[src/rtl/cst_pkg.sv]
// shared types and constants for the three-key column sorter
`timescale 1ns / 1ps
package cst_pkg;

	// port width of every row field and number of row ports
	localparam int unsigned PORT_W = 16;
	localparam int unsigned PORT_ROWS = 8;

	typedef logic signed [PORT_W-1:0] port_elem_t;

	// per-cycle command broadcast to every cell
	typedef struct packed {
		logic load;   // a new column is inserted this cycle
		logic shift;  // every cell takes its right neighbour's column
	} cell_ctl_t;

endpackage

[src/rtl/cst_cell.sv]
// one sorting cell: holds a column, compares it with the incoming one, hands data on
`timescale 1ns / 1ps
module cst_cell #(
	parameter int unsigned ROWS = 8,
	parameter int unsigned ELEM_WIDTH = 16
) (
	input  logic                         clk,
	input  logic                         arst_n,
	input  cst_pkg::cell_ctl_t           ctl,
	input  logic [ROWS*ELEM_WIDTH-1:0]   new_col,
	input  logic                         prev_ins,
	input  logic [ROWS*ELEM_WIDTH-1:0]   prev_col,
	input  logic                         prev_vld,
	input  logic [ROWS*ELEM_WIDTH-1:0]   next_col,
	input  logic                         next_vld,
	output logic                         ins,
	output logic [ROWS*ELEM_WIDTH-1:0]   col,
	output logic                         vld
);
	import cst_pkg::*;

	logic [ROWS*ELEM_WIDTH-1:0] col_q;
	logic                       vld_q;
	logic signed [ELEM_WIDTH-1:0] s0, s1, s2, n0, n1, n2;
	logic                       after;

	// key rows of the held and the incoming column
	assign s0 = col_q[0*ELEM_WIDTH +: ELEM_WIDTH];
	assign s1 = col_q[1*ELEM_WIDTH +: ELEM_WIDTH];
	assign s2 = col_q[2*ELEM_WIDTH +: ELEM_WIDTH];
	assign n0 = new_col[0*ELEM_WIDTH +: ELEM_WIDTH];
	assign n1 = new_col[1*ELEM_WIDTH +: ELEM_WIDTH];
	assign n2 = new_col[2*ELEM_WIDTH +: ELEM_WIDTH];

	// held column must move behind the new one: row 0 up, row 1 down, row 2 up
	always_comb begin
		if (s0 != n0) begin
			after = s0 > n0;
		end else if (s1 != n1) begin
			after = s1 < n1;
		end else begin
			after = s2 > n2;
		end
	end

	// ties keep the held column in front, so arrival order survives
	assign ins = !vld_q || after;

	// payload needs no reset
	always_ff @(posedge clk) begin
		if (ctl.load) begin
			if (prev_ins) begin
				col_q <= prev_col;
			end else if (ins) begin
				col_q <= new_col;
			end
		end else if (ctl.shift) begin
			col_q <= next_col;
		end
	end

	// occupancy flag
	always_ff @(posedge clk or negedge arst_n) begin
		if (!arst_n) begin
			vld_q <= 1'b0;
		end else if (ctl.load) begin
			if (prev_ins) begin
				vld_q <= prev_vld;
			end else if (ins) begin
				vld_q <= 1'b1;
			end
		end else if (ctl.shift) begin
			vld_q <= next_vld;
		end
	end

	assign col = col_q;
	assign vld = vld_q;

endmodule

[config.mk]
export PLATFORM = sky130hd
export DESIGN_NAME = cst_cell
export DESIGN_NICKNAME = d
export VERILOG_FILES = /design/src/rtl/cst_pkg.sv /design/src/rtl/cst_cell.sv
export SDC_FILE = /design/constraint.sdc
export NUM_CORES = 1
export LEC_CHECK = 0
export BUFFER_PORTS_ARGS = -buffer_cell sky130_fd_sc_hd__clkbuf_2
export CAP_MARGIN = 20
export CORE_AREA = 2 2 204 206
export CTS_BUF_LIST = sky130_fd_sc_hd__clkbuf_2 sky130_fd_sc_hd__clkbuf_4 sky130_fd_sc_hd__clkbuf_8
export CTS_CLUSTER_DIAMETER = 50
export CTS_CLUSTER_SIZE = 25
export DETAILED_ROUTE_END_ITERATION = 6
export DIE_AREA = 0 0 206 208
export SLEW_MARGIN = 20
export SYNTH_ARGS = -nofsm -noshare
export SYNTH_HDL_FRONTEND = slang
export SYNTH_SLANG_ARGS = --single-unit
[constraint.sdc]
create_clock -name clk -period 10.9 [get_ports clk]
set_clock_uncertainty 0.05 [all_clocks]
set_input_delay 0.545 -clock clk [delete_from_list [all_inputs] [get_ports clk]]
set_output_delay 0.545 -clock clk [all_outputs]
set_load 0.05 [all_outputs]
# After elaboration in Yosys (flattened, before gate mapping)
# Cells that the tools add are included.
[op_classes] mux=10 order_cmp=3 n_reduce_logical=4 n_eq_ne=3
[ops] operator="128-bit 2-to-1 mux" n=4
[ops] operator="16-bit greater-than comparator" n=2
[ops] operator="16-bit != test" n=2
[ops] operator="16-bit < comparator" n=1
[ops] operator="1-bit 2-to-1 mux" n=6
[ops] operator="3-bit by 1-bit != test with 1-bit output (second input constant)" n=1
[ops] operator="2-bit AND reduction" n=1
[ops] operator="2-bit nonzero test" n=1
[ops] operator="1-bit logical NOT" n=1
[ops] operator="1-bit logical OR" n=1
[totals] reg_bits=129 in_bits=391 word_cells=22 output_inout_bits=130

# Logic depth before layout (Yosys ltp)
# Gate-level depths: netlist (run 1).
[depth] word_depth=7 mapped_depth=9 mapped_depth_nobuf=9

# Least setup slack after synthesis (run 1)
# OpenSTA, ideal clock, no wires.
[synth_timing] kind="register to register" startpoint="reg col_q[31] (netlist: col[31])" endpoint="reg col_q[0] (netlist: col[0]) (enable)" stages_incl_launch_ff=9 n_path_buf=0 period_less_slack_ns=6.399 t_arrival_ns=5.838 path_slack_ns=4.501 required_ns=10.339 setup_time_ns=0.511 cell_sequence="edfxtp_1 > ha_1 > nand4_1 > or3_4 > or3_4 > nor3b_2 > o21ai_1 > o211ai_2 > o31a_1"
[synth_between] elab_chain_cells=6 elab_cells_between_ends=7 classes_between="order compare (1); eq/ne (2); mux (2); reduce/logical (2)"
[synth_lines] element="start: declaration" line_no="cst_cell.sv:22" rtl="logic [ROWS*ELEM_WIDTH-1:0] col_q;"
[synth_lines] element="start signal: assignment" line_no="cst_cell.sv:53" rtl="col_q <= prev_col;"
[synth_lines] element="start signal: assignment" line_no="cst_cell.sv:55" rtl="col_q <= new_col;"
[synth_lines] element="start signal: assignment" line_no="cst_cell.sv:58" rtl="col_q <= next_col;"
[synth_lines] element="16-bit < comparator / 16-bit != test (equally long branches)" line_no="cst_cell.sv:40, cst_cell.sv:39"
[synth_lines] element="1-bit 2-to-1 mux (*)" line_no="cst_cell.sv:39" rtl="end else if (s1 != n1) begin"
[synth_lines] element="1-bit 2-to-1 mux (*)" line_no="cst_cell.sv:37" rtl="if (s0 != n0) begin"
[synth_lines] element="1-bit logical OR (*)" line_no="cst_cell.sv:47" rtl="assign ins = !vld_q || after;"
[synth_lines] element="named net ins" line_no="cst_cell.sv:16" rtl="output logic ins,"
[synth_lines] element="3-bit by 1-bit != test with 1-bit output (no line) (*)"
[synth_lines] element="2-bit AND reduction (no line) (*)"
# The timed path passes the listed nets; every way through them passes the cells marked *.
# A chain may end at the register's enable or synchronous reset.

# Worst setup path after layout (run 1)
[layout_timing] startpoint="reg col_q[31] (netlist: col[31])" endpoint="reg col_q[49] (netlist: col[49]) (enable)"
[layout_between] elab_chain_cells=6 elab_cells_between_ends=7 classes_between="order compare (1); eq/ne (2); mux (2); reduce/logical (2)"
[layout_lines] element="16-bit < comparator / 16-bit != test (equally long branches)" line_no="cst_cell.sv:40, cst_cell.sv:39"
[layout_lines] element="1-bit 2-to-1 mux (*)" line_no="cst_cell.sv:39"
[layout_lines] element="1-bit 2-to-1 mux (*)" line_no="cst_cell.sv:37"
[layout_lines] element="1-bit logical OR (*)" line_no="cst_cell.sv:47"
[layout_lines] element="3-bit by 1-bit != test with 1-bit output (no line) (*)"
[layout_lines] element="2-bit AND reduction (no line) (*)"
# Every way passes the cells marked *; elsewhere a longest branch is shown, timed or not.

==> impl_metrics.py, run 1 <==
metrics = {
    "status": {
        "status": "completed",
    },
    "place": {
        "numPortBuffers": 520,
        "dp.cells": 1749,
        "pre_cts_ws_ps": 6230,
        "dp_hpwl_um": 24800,
        "placed_cell_area_um2": 10900,
        "gp_congestion": 0.883,
    },
    "clock_network": {
        "post-cts-setup-buffers": 0,
        "cts.repair.resized": 0,
        "clk_pin_slew_ps": 90,
        "clk_path_buf_depth": 2,
        "clock_sinks": 129,
        "cts_tree": "yes",
        "cts-root-buf": "clkbuf_8",
        "cts_buffers": 17,
        "cts.htree.levels": 4,
        "insertion_delay_ps": 470,
    },
    "yosys": {
        "synth-edff-count": 128,
        "synth_top_flop_cell": "edfxtp_1",
        "async_flop_share_pct": 0.775,
        "syn-instance-count": 735,
        "yosys_warnings": 0,
        "syn_avg_cell_area_um2": 10.6,
        "synth.yosys.seq_area_share_pct": 49.9,
        "synth_fp_nets": 1174,
        "synth.cell_area_um2": 7750,
        "yosysUniqueCellTypes": 37,
        "ys_seq_elements": 129,
    },
    "sta": {
        "max-slew-margin-rel_pct": 40.4,
        "fin_crit_ps": 4290,
        "worstMarginPinSlew_ps": 894,
        "hold_viol_final": 0,
        "fmax_ghz": 0.233,
        "setup_ws_ps": 6610,
        "tns_ps": 0,
        "fin_crit_sh_pct": 39.4,
        "finalMaxSlewViolations": 0,
        "setup_violations": 0,
        "rsz0062_at_grt": "no",
    },
    "floorplanning": {
        "start_util_pct": 19.1,
        "die_w_um": 206,
        "core-area_um2": 40600,
        "die_area_um2": 42800,
        "io_pins": 521,
        "die_h_um": 208,
        "rows": 74,
    },
    "drt": {
        "dr.first_iter.drc_count": 347,
        "viasPerCell": 4.17,
        "post-route-drc-count": 0,
        "wl_um": 30000,
        "wl_per_cell_um": 16.8,
        "ant_nets": 0,
        "drtPass1Iterations": 7,
        "routed-via-count": 7443,
    },
    "layout": {
        "post-route-util_pct": 28.0,
        "area_growth_syn_to_layout_pct": 46.2,
        "final_nets": 1676,
        "regArea_um2": 3870,
        "drive_above_1_share_pct": 45.2,
        "multiInputGateArea_um2": 3520,
        "fillCellCount": 4366,
        "design_area_um2": 11300,
        "finalNonFillerCells": 1784,
    },
    "global_route": {
        "antenna_found_initial": 2,
        "grt_pass1_vias": 7536,
        "grt_max_degree": 93,
        "gr-usage-all-layers_pct": 13.6,
        "grt_overflow_total": 0,
        "grt_pass1_wl_um": 42800,
    },
    "worst_setup_path": {
        "r2r-end": "col[49]$_DFFE_PP_",
        "critPathRequiredTime_ps": 10940,
        "reg2regPathDepth": 10,
        "path_max_fanout": 65,
        "worstSetupEndpointType": "flip-flop",
        "rrSetupSlack_ps": 6610,
        "arrival_ps": 4340,
        "critPathKind": "reg2reg",
        "worstReg2RegStart": "col[31]$_DFFE_PP_",
        "worstSetupStartpointType": "flip-flop",
    },
    "pwr": {
        "powerDensity_nw_per_um2": 139,
        "max-vdd-ir-drop_v": 0.0000639,
        "power.leakage_nw": 5.69,
    },
    "hold_path": {
        "hold_start": "prev_vld",
        "whs_path_depth": 3,
        "hp-class": "in2reg",
        "min_to": "vld$_DFFE_PN0P_",
    },
    "job": {
        "drv_cap": 0,
    },
}
[worst max-delay path, cell delays in order (launching register included)]
cell and delay [ps]:
edfxtp_1 420, ha_1 340, nand4_1 130, or3_4 420, or3_4 410, nor3b_2 160
o21ai_1 100, o211ai_2 190, o31a_2 190, buf_4 640, buf_4 790
[layer usage]
| layer | vias up | wire length (um) | share of wire (%) | global-route usage, % |
|---|---|---|---|---|
| met4 | 0 | 894 | 3.0 | 5.79 |
| met2 | 349 | 15100 | 51 | 24.4 |
| met1 | 3369 | 11800 | 39 | 14.9 |
| met3 | 35 | 2130 | 7.1 | 3.56 |
| met5 | - | 0 | 0 | 0 |
| li1 | 3690 | - | - | - |
[Yosys cell counts, types with 2 or more instances]
master	instances	area, um^2
o31ai_1	2	15.0
inv_1	53	199
edfxtp_1	128	3840
o31a_1	2	17.5
buf_1	15	56.3
o211ai_1	3	22.5
or3_4	2	22.5
clkbuf_1	29	109
nand3_1	2	10.0
ha_1	48	601
a211oi_1	4	30.0
a21oi_1	140	701
nor2_1	132	495
nand4_1	10	62.6
o21ai_0	3	15.0
nor4_1	2	12.5
a21o_1	7	52.6
mux2i_1	129	1290
nand2_1	4	15.0
nor2b_1	3	18.8
[through the flow]
stage | hold slack [ps] | power [W]
6_report | 301 | 0.00157
5_1_grt | 254 | 0.00166
4_1_cts | 226 | 0.00160
3_5_place_dp | 294 | 0.00115
3_3_place_gp | 299 | 0.00114
2_1_floorplan | 199 | 0.000968
[cells by family after synthesis]
logic type,synth area share (%)
flip-flops,49.9
multiplexers,16.7
buffers and inverters,4.69
adder cells (fa/ha/maj),7.74
AO/OA/AOI/OAI,12.0
AND/OR/NAND/NOR,9.02
[where the power goes]
group | total (W) | internal (W) | switching (W)
clock network | 0.000441 | 0.000210 | 0.000231
logic | 0.000495 | 0.000152 | 0.000343
registers | 0.000637 | 0.000613 | 0.0000244
total | 0.00157 | 0.000974 | 0.000599
[cell type report]
type | instances | area share (%)
Sequential cell | 129 | 34.1
Multi-Input combinational cell | 509 | 31.1
Timing Repair Buffer | 527 | 23.6
Tap cell | 532 | 5.87
Clock buffer | 17 | 2.06
Inverter | 53 | 1.75
Clock inverter | 15 | 1.50
Antenna cell | 2 | 0.0441
[cell usage in the layout, fill, tap and decap left out, drive strengths merged, types with 2 or more instances in the layout]
cell      Yosys  routed
bufinv        0       2
or3           2       2
a211oi        4       4
nor2b         3       3
diode         0       2
ha           48      48
inv          53      61
o31a          2       2
o31ai         2       2
nand3         2       2
a21oi       140     140
nor4          2       2
mux2i       129     129
edfxtp      128     128
nand4        10      10
nand2         4       4
clkinvlp      0       2
clkbuf       29     537
clkinv        0       3
buf          15       6
o21ai         4       4
nor2        132     132
o211ai        4       4
a21o          7       7
[how the worst max path moves through the flow]
stage | start | endpoint | slack, ps | cells past startpoint
final | col[31]$_DFFE_PP_ | col[49]$_DFFE_PP_ | 6610 | 10
after global placement | new_col[9] | col[48]$_DFFE_PP_ | 6350 | 12
after detailed placement | new_col[9] | col[49]$_DFFE_PP_ | 6230 | 12
after floorplan | col[31]$_DFFE_PP_ | col[0]$_DFFE_PP_ | 4500 | 8
after CTS | col[15]$_DFFE_PP_ | col[49]$_DFFE_PP_ | 6510 | 10
after global routing | col[15]$_DFFE_PP_ | col[49]$_DFFE_PP_ | 6310 | 10
[flip-flops by register name, indices dropped and copies added (netlist names)]
| register | cells |
|---|---|
| col | 128 |
| vld | 1 |
[what timing repair did]
item / CTS / global route
hold buffers: 1 / 0
setup endpoints to repair: 0 / 0
hold endpoints to repair: 1 / 0
(Power assumes the default switching activity.)
==> run 2, diff against run 1 <==
==> constraint.sdc (replaced) <==
create_clock -name clk -period 4.5 [get_ports clk]
set_clock_uncertainty 0.05 [all_clocks]
set_input_delay 0.225 -clock clk [delete_from_list [all_inputs] [get_ports clk]]
set_output_delay 0.225 -clock clk [all_outputs]
set_load 0.05 [all_outputs]
==> impl_metrics.py, run 2 (synthesis results as in run 1) <==
metrics = {
    "global_route": {
        "grt_pass1_wl_um": 43900,
        "grt_overflow_total": 0,
        "grt_max_degree": 114,
        "antenna_found_initial": 4,
        "grt_pass1_vias": 7965,
        "gr-usage-all-layers_pct": 13.6,
    },
    "clock_network": {
        "cts-root-buf": "clkbuf_8",
        "post-cts-setup-buffers": 0,
        "clock_sinks": 129,
        "cts_tree": "yes",
        "clk_pin_slew_ps": 80,
        "cts_buffers": 17,
        "cts.htree.levels": 4,
        "hold_buffers": 68,
        "clk_path_buf_depth": 2,
        "insertion_delay_ps": 460,
        "cts.repair.resized": 0,
    },
    "drt": {
        "viasPerCell": 4.17,
        "wl_per_cell_um": 16.2,
        "drtPass1Iterations": 6,
        "ant_nets": 0,
        "dr.first_iter.drc_count": 345,
        "post-route-drc-count": 0,
        "routed-via-count": 7720,
        "wl_um": 30000,
    },
    "sta": {
        "fin_crit_ps": 3240,
        "fin_crit_sh_pct": 72.1,
        "finalMaxSlewViolations": 0,
        "tns_ps": 0,
        "rsz0062_at_grt": "no",
        "max-slew-margin-rel_pct": 43.3,
        "setup_violations": 0,
        "fmax_ghz": 0.308,
        "worstMarginPinSlew_ps": 851,
        "hold_viol_final": 0,
    },
    "worst_setup_path": {
        "critPathKind": "reg2out",
        "arrival_ps": 2970,
        "critPathRequiredTime_ps": 4220,
        "path_max_fanout": 2,
        "worstSetupEndpointType": "output pin",
        "rrSetupSlack_ps": 1340,
        "reg2regPathDepth": 9,
        "worstSetupStartpointType": "flip-flop",
    },
    "layout": {
        "final_common_cell": "clkbuf_2",
        "drive_above_1_share_pct": 42.8,
        "finalNonFillerCells": 1853,
        "final_nets": 1743,
        "area_growth_syn_to_layout_pct": 55.8,
        "largest_reg_flops": 128,
        "mostFrequentLayoutCells": "clkbuf_2 (518), a21oi_1 (140), nor2_1 (132)",
    },
    "floorplanning": {
        "start_util_pct": 19.1,
        "core-area_um2": 40600,
        "die_area_um2": 42800,
        "io_pins": 521,
        "die_w_um": 206,
        "rows": 74,
        "die_h_um": 208,
    },
    "status": {
        "status": "completed",
    },
    "place": {
        "numPortBuffers": 520,
        "dp_hpwl_um": 24300,
        "dp.cells": 1749,
        "gp_congestion": 0.888,
    },
    "job": {
        "drv_cap": 0,
    },
    "hold_path": {
        "hp-class": "in2reg",
        "whs_path_depth": 3,
    },
    "pwr": {
        "powerDensity_nw_per_um2": 321,
        "max-vdd-ir-drop_v": 0.000163,
        "power.leakage_nw": 5.99,
    },
}
## run 2: cell count changes in the layout (fill, tap and decap cells not counted), moves of 2 or more
cell,previous run,this run
buf_12,0,4
diode_2,2,4
dlygate4sd3_1,1,68
inv_6,7,4
buf_4,6,2
## run 2: power breakdown
group          internal (W)  switching [W]
registers           0.00148      0.0000523
clock network      0.000554       0.000539
logic              0.000412       0.000845
## run 2: metal layers
| layer | GRT usage [%] | vias up | share of wire, % |
|---|---|---|---|
| li1 | - | 3830 | - |
| met1 | 15.0 | 3544 | 40 |
| met2 | 24.2 | 322 | 50 |
| met3 | 4.45 | 24 | 7.6 |
| met4 | 4.80 | 0 | 1.8 |
| met5 | 0 | - | 0 |
## run 2: cell type report
cell class | instances | area (um^2)
Fill cell | 4288 | 28500
Sequential cell | 129 | 3870
Multi-Input combinational cell | 509 | 3530
Timing Repair Buffer | 594 | 3390
Tap cell | 532 | 666
Clock buffer | 17 | 234
Inverter | 53 | 199
Clock inverter | 15 | 183
Antenna cell | 4 | 10.0
## run 2: worst max-delay path: stages (launching register included)
cell      delay [ps]
edfxtp_1         400
ha_1             310
a21o_1           180
a221o_1          310
a21o_1           200
o31ai_1          230
or3b_1           420
o211ai_2         120
clkbuf_2         340
## run 2: worst paths after layout
kind,startpoint,end
max in group asynchronous,arst_n,vld$_DFFE_PN0P_
worst min-delay path,next_col[120],col[120]$_DFFE_PP_
worst min register to register,vld$_DFFE_PN0P_,col[119]$_DFFE_PP_
worst max-delay path,col[9]$_DFFE_PP_,ins
min in group asynchronous,arst_n,vld$_DFFE_PN0P_
worst max register to register,col[9]$_DFFE_PP_,col[84]$_DFFE_PP_
## run 2: metrics by stage
step / setup slack (ps) / total power, W / hold WS, ps / cell area (um^2) / util [%]
floorplan: 373 / 0.00234 / -121 / 7760 / -
global placement: 1430 / 0.00277 / -32.6 / 11000 / 27.1
detailed placement: 1340 / 0.00278 / -33.6 / 11000 / 27.1
CTS: 1150 / 0.00395 / 1.11 / 12100 / 29.8
global route: 979 / 0.00409 / 23.1 / 12100 / 29.8
finish: 1260 / 0.00388 / 56.9 / 12100 / 29.8
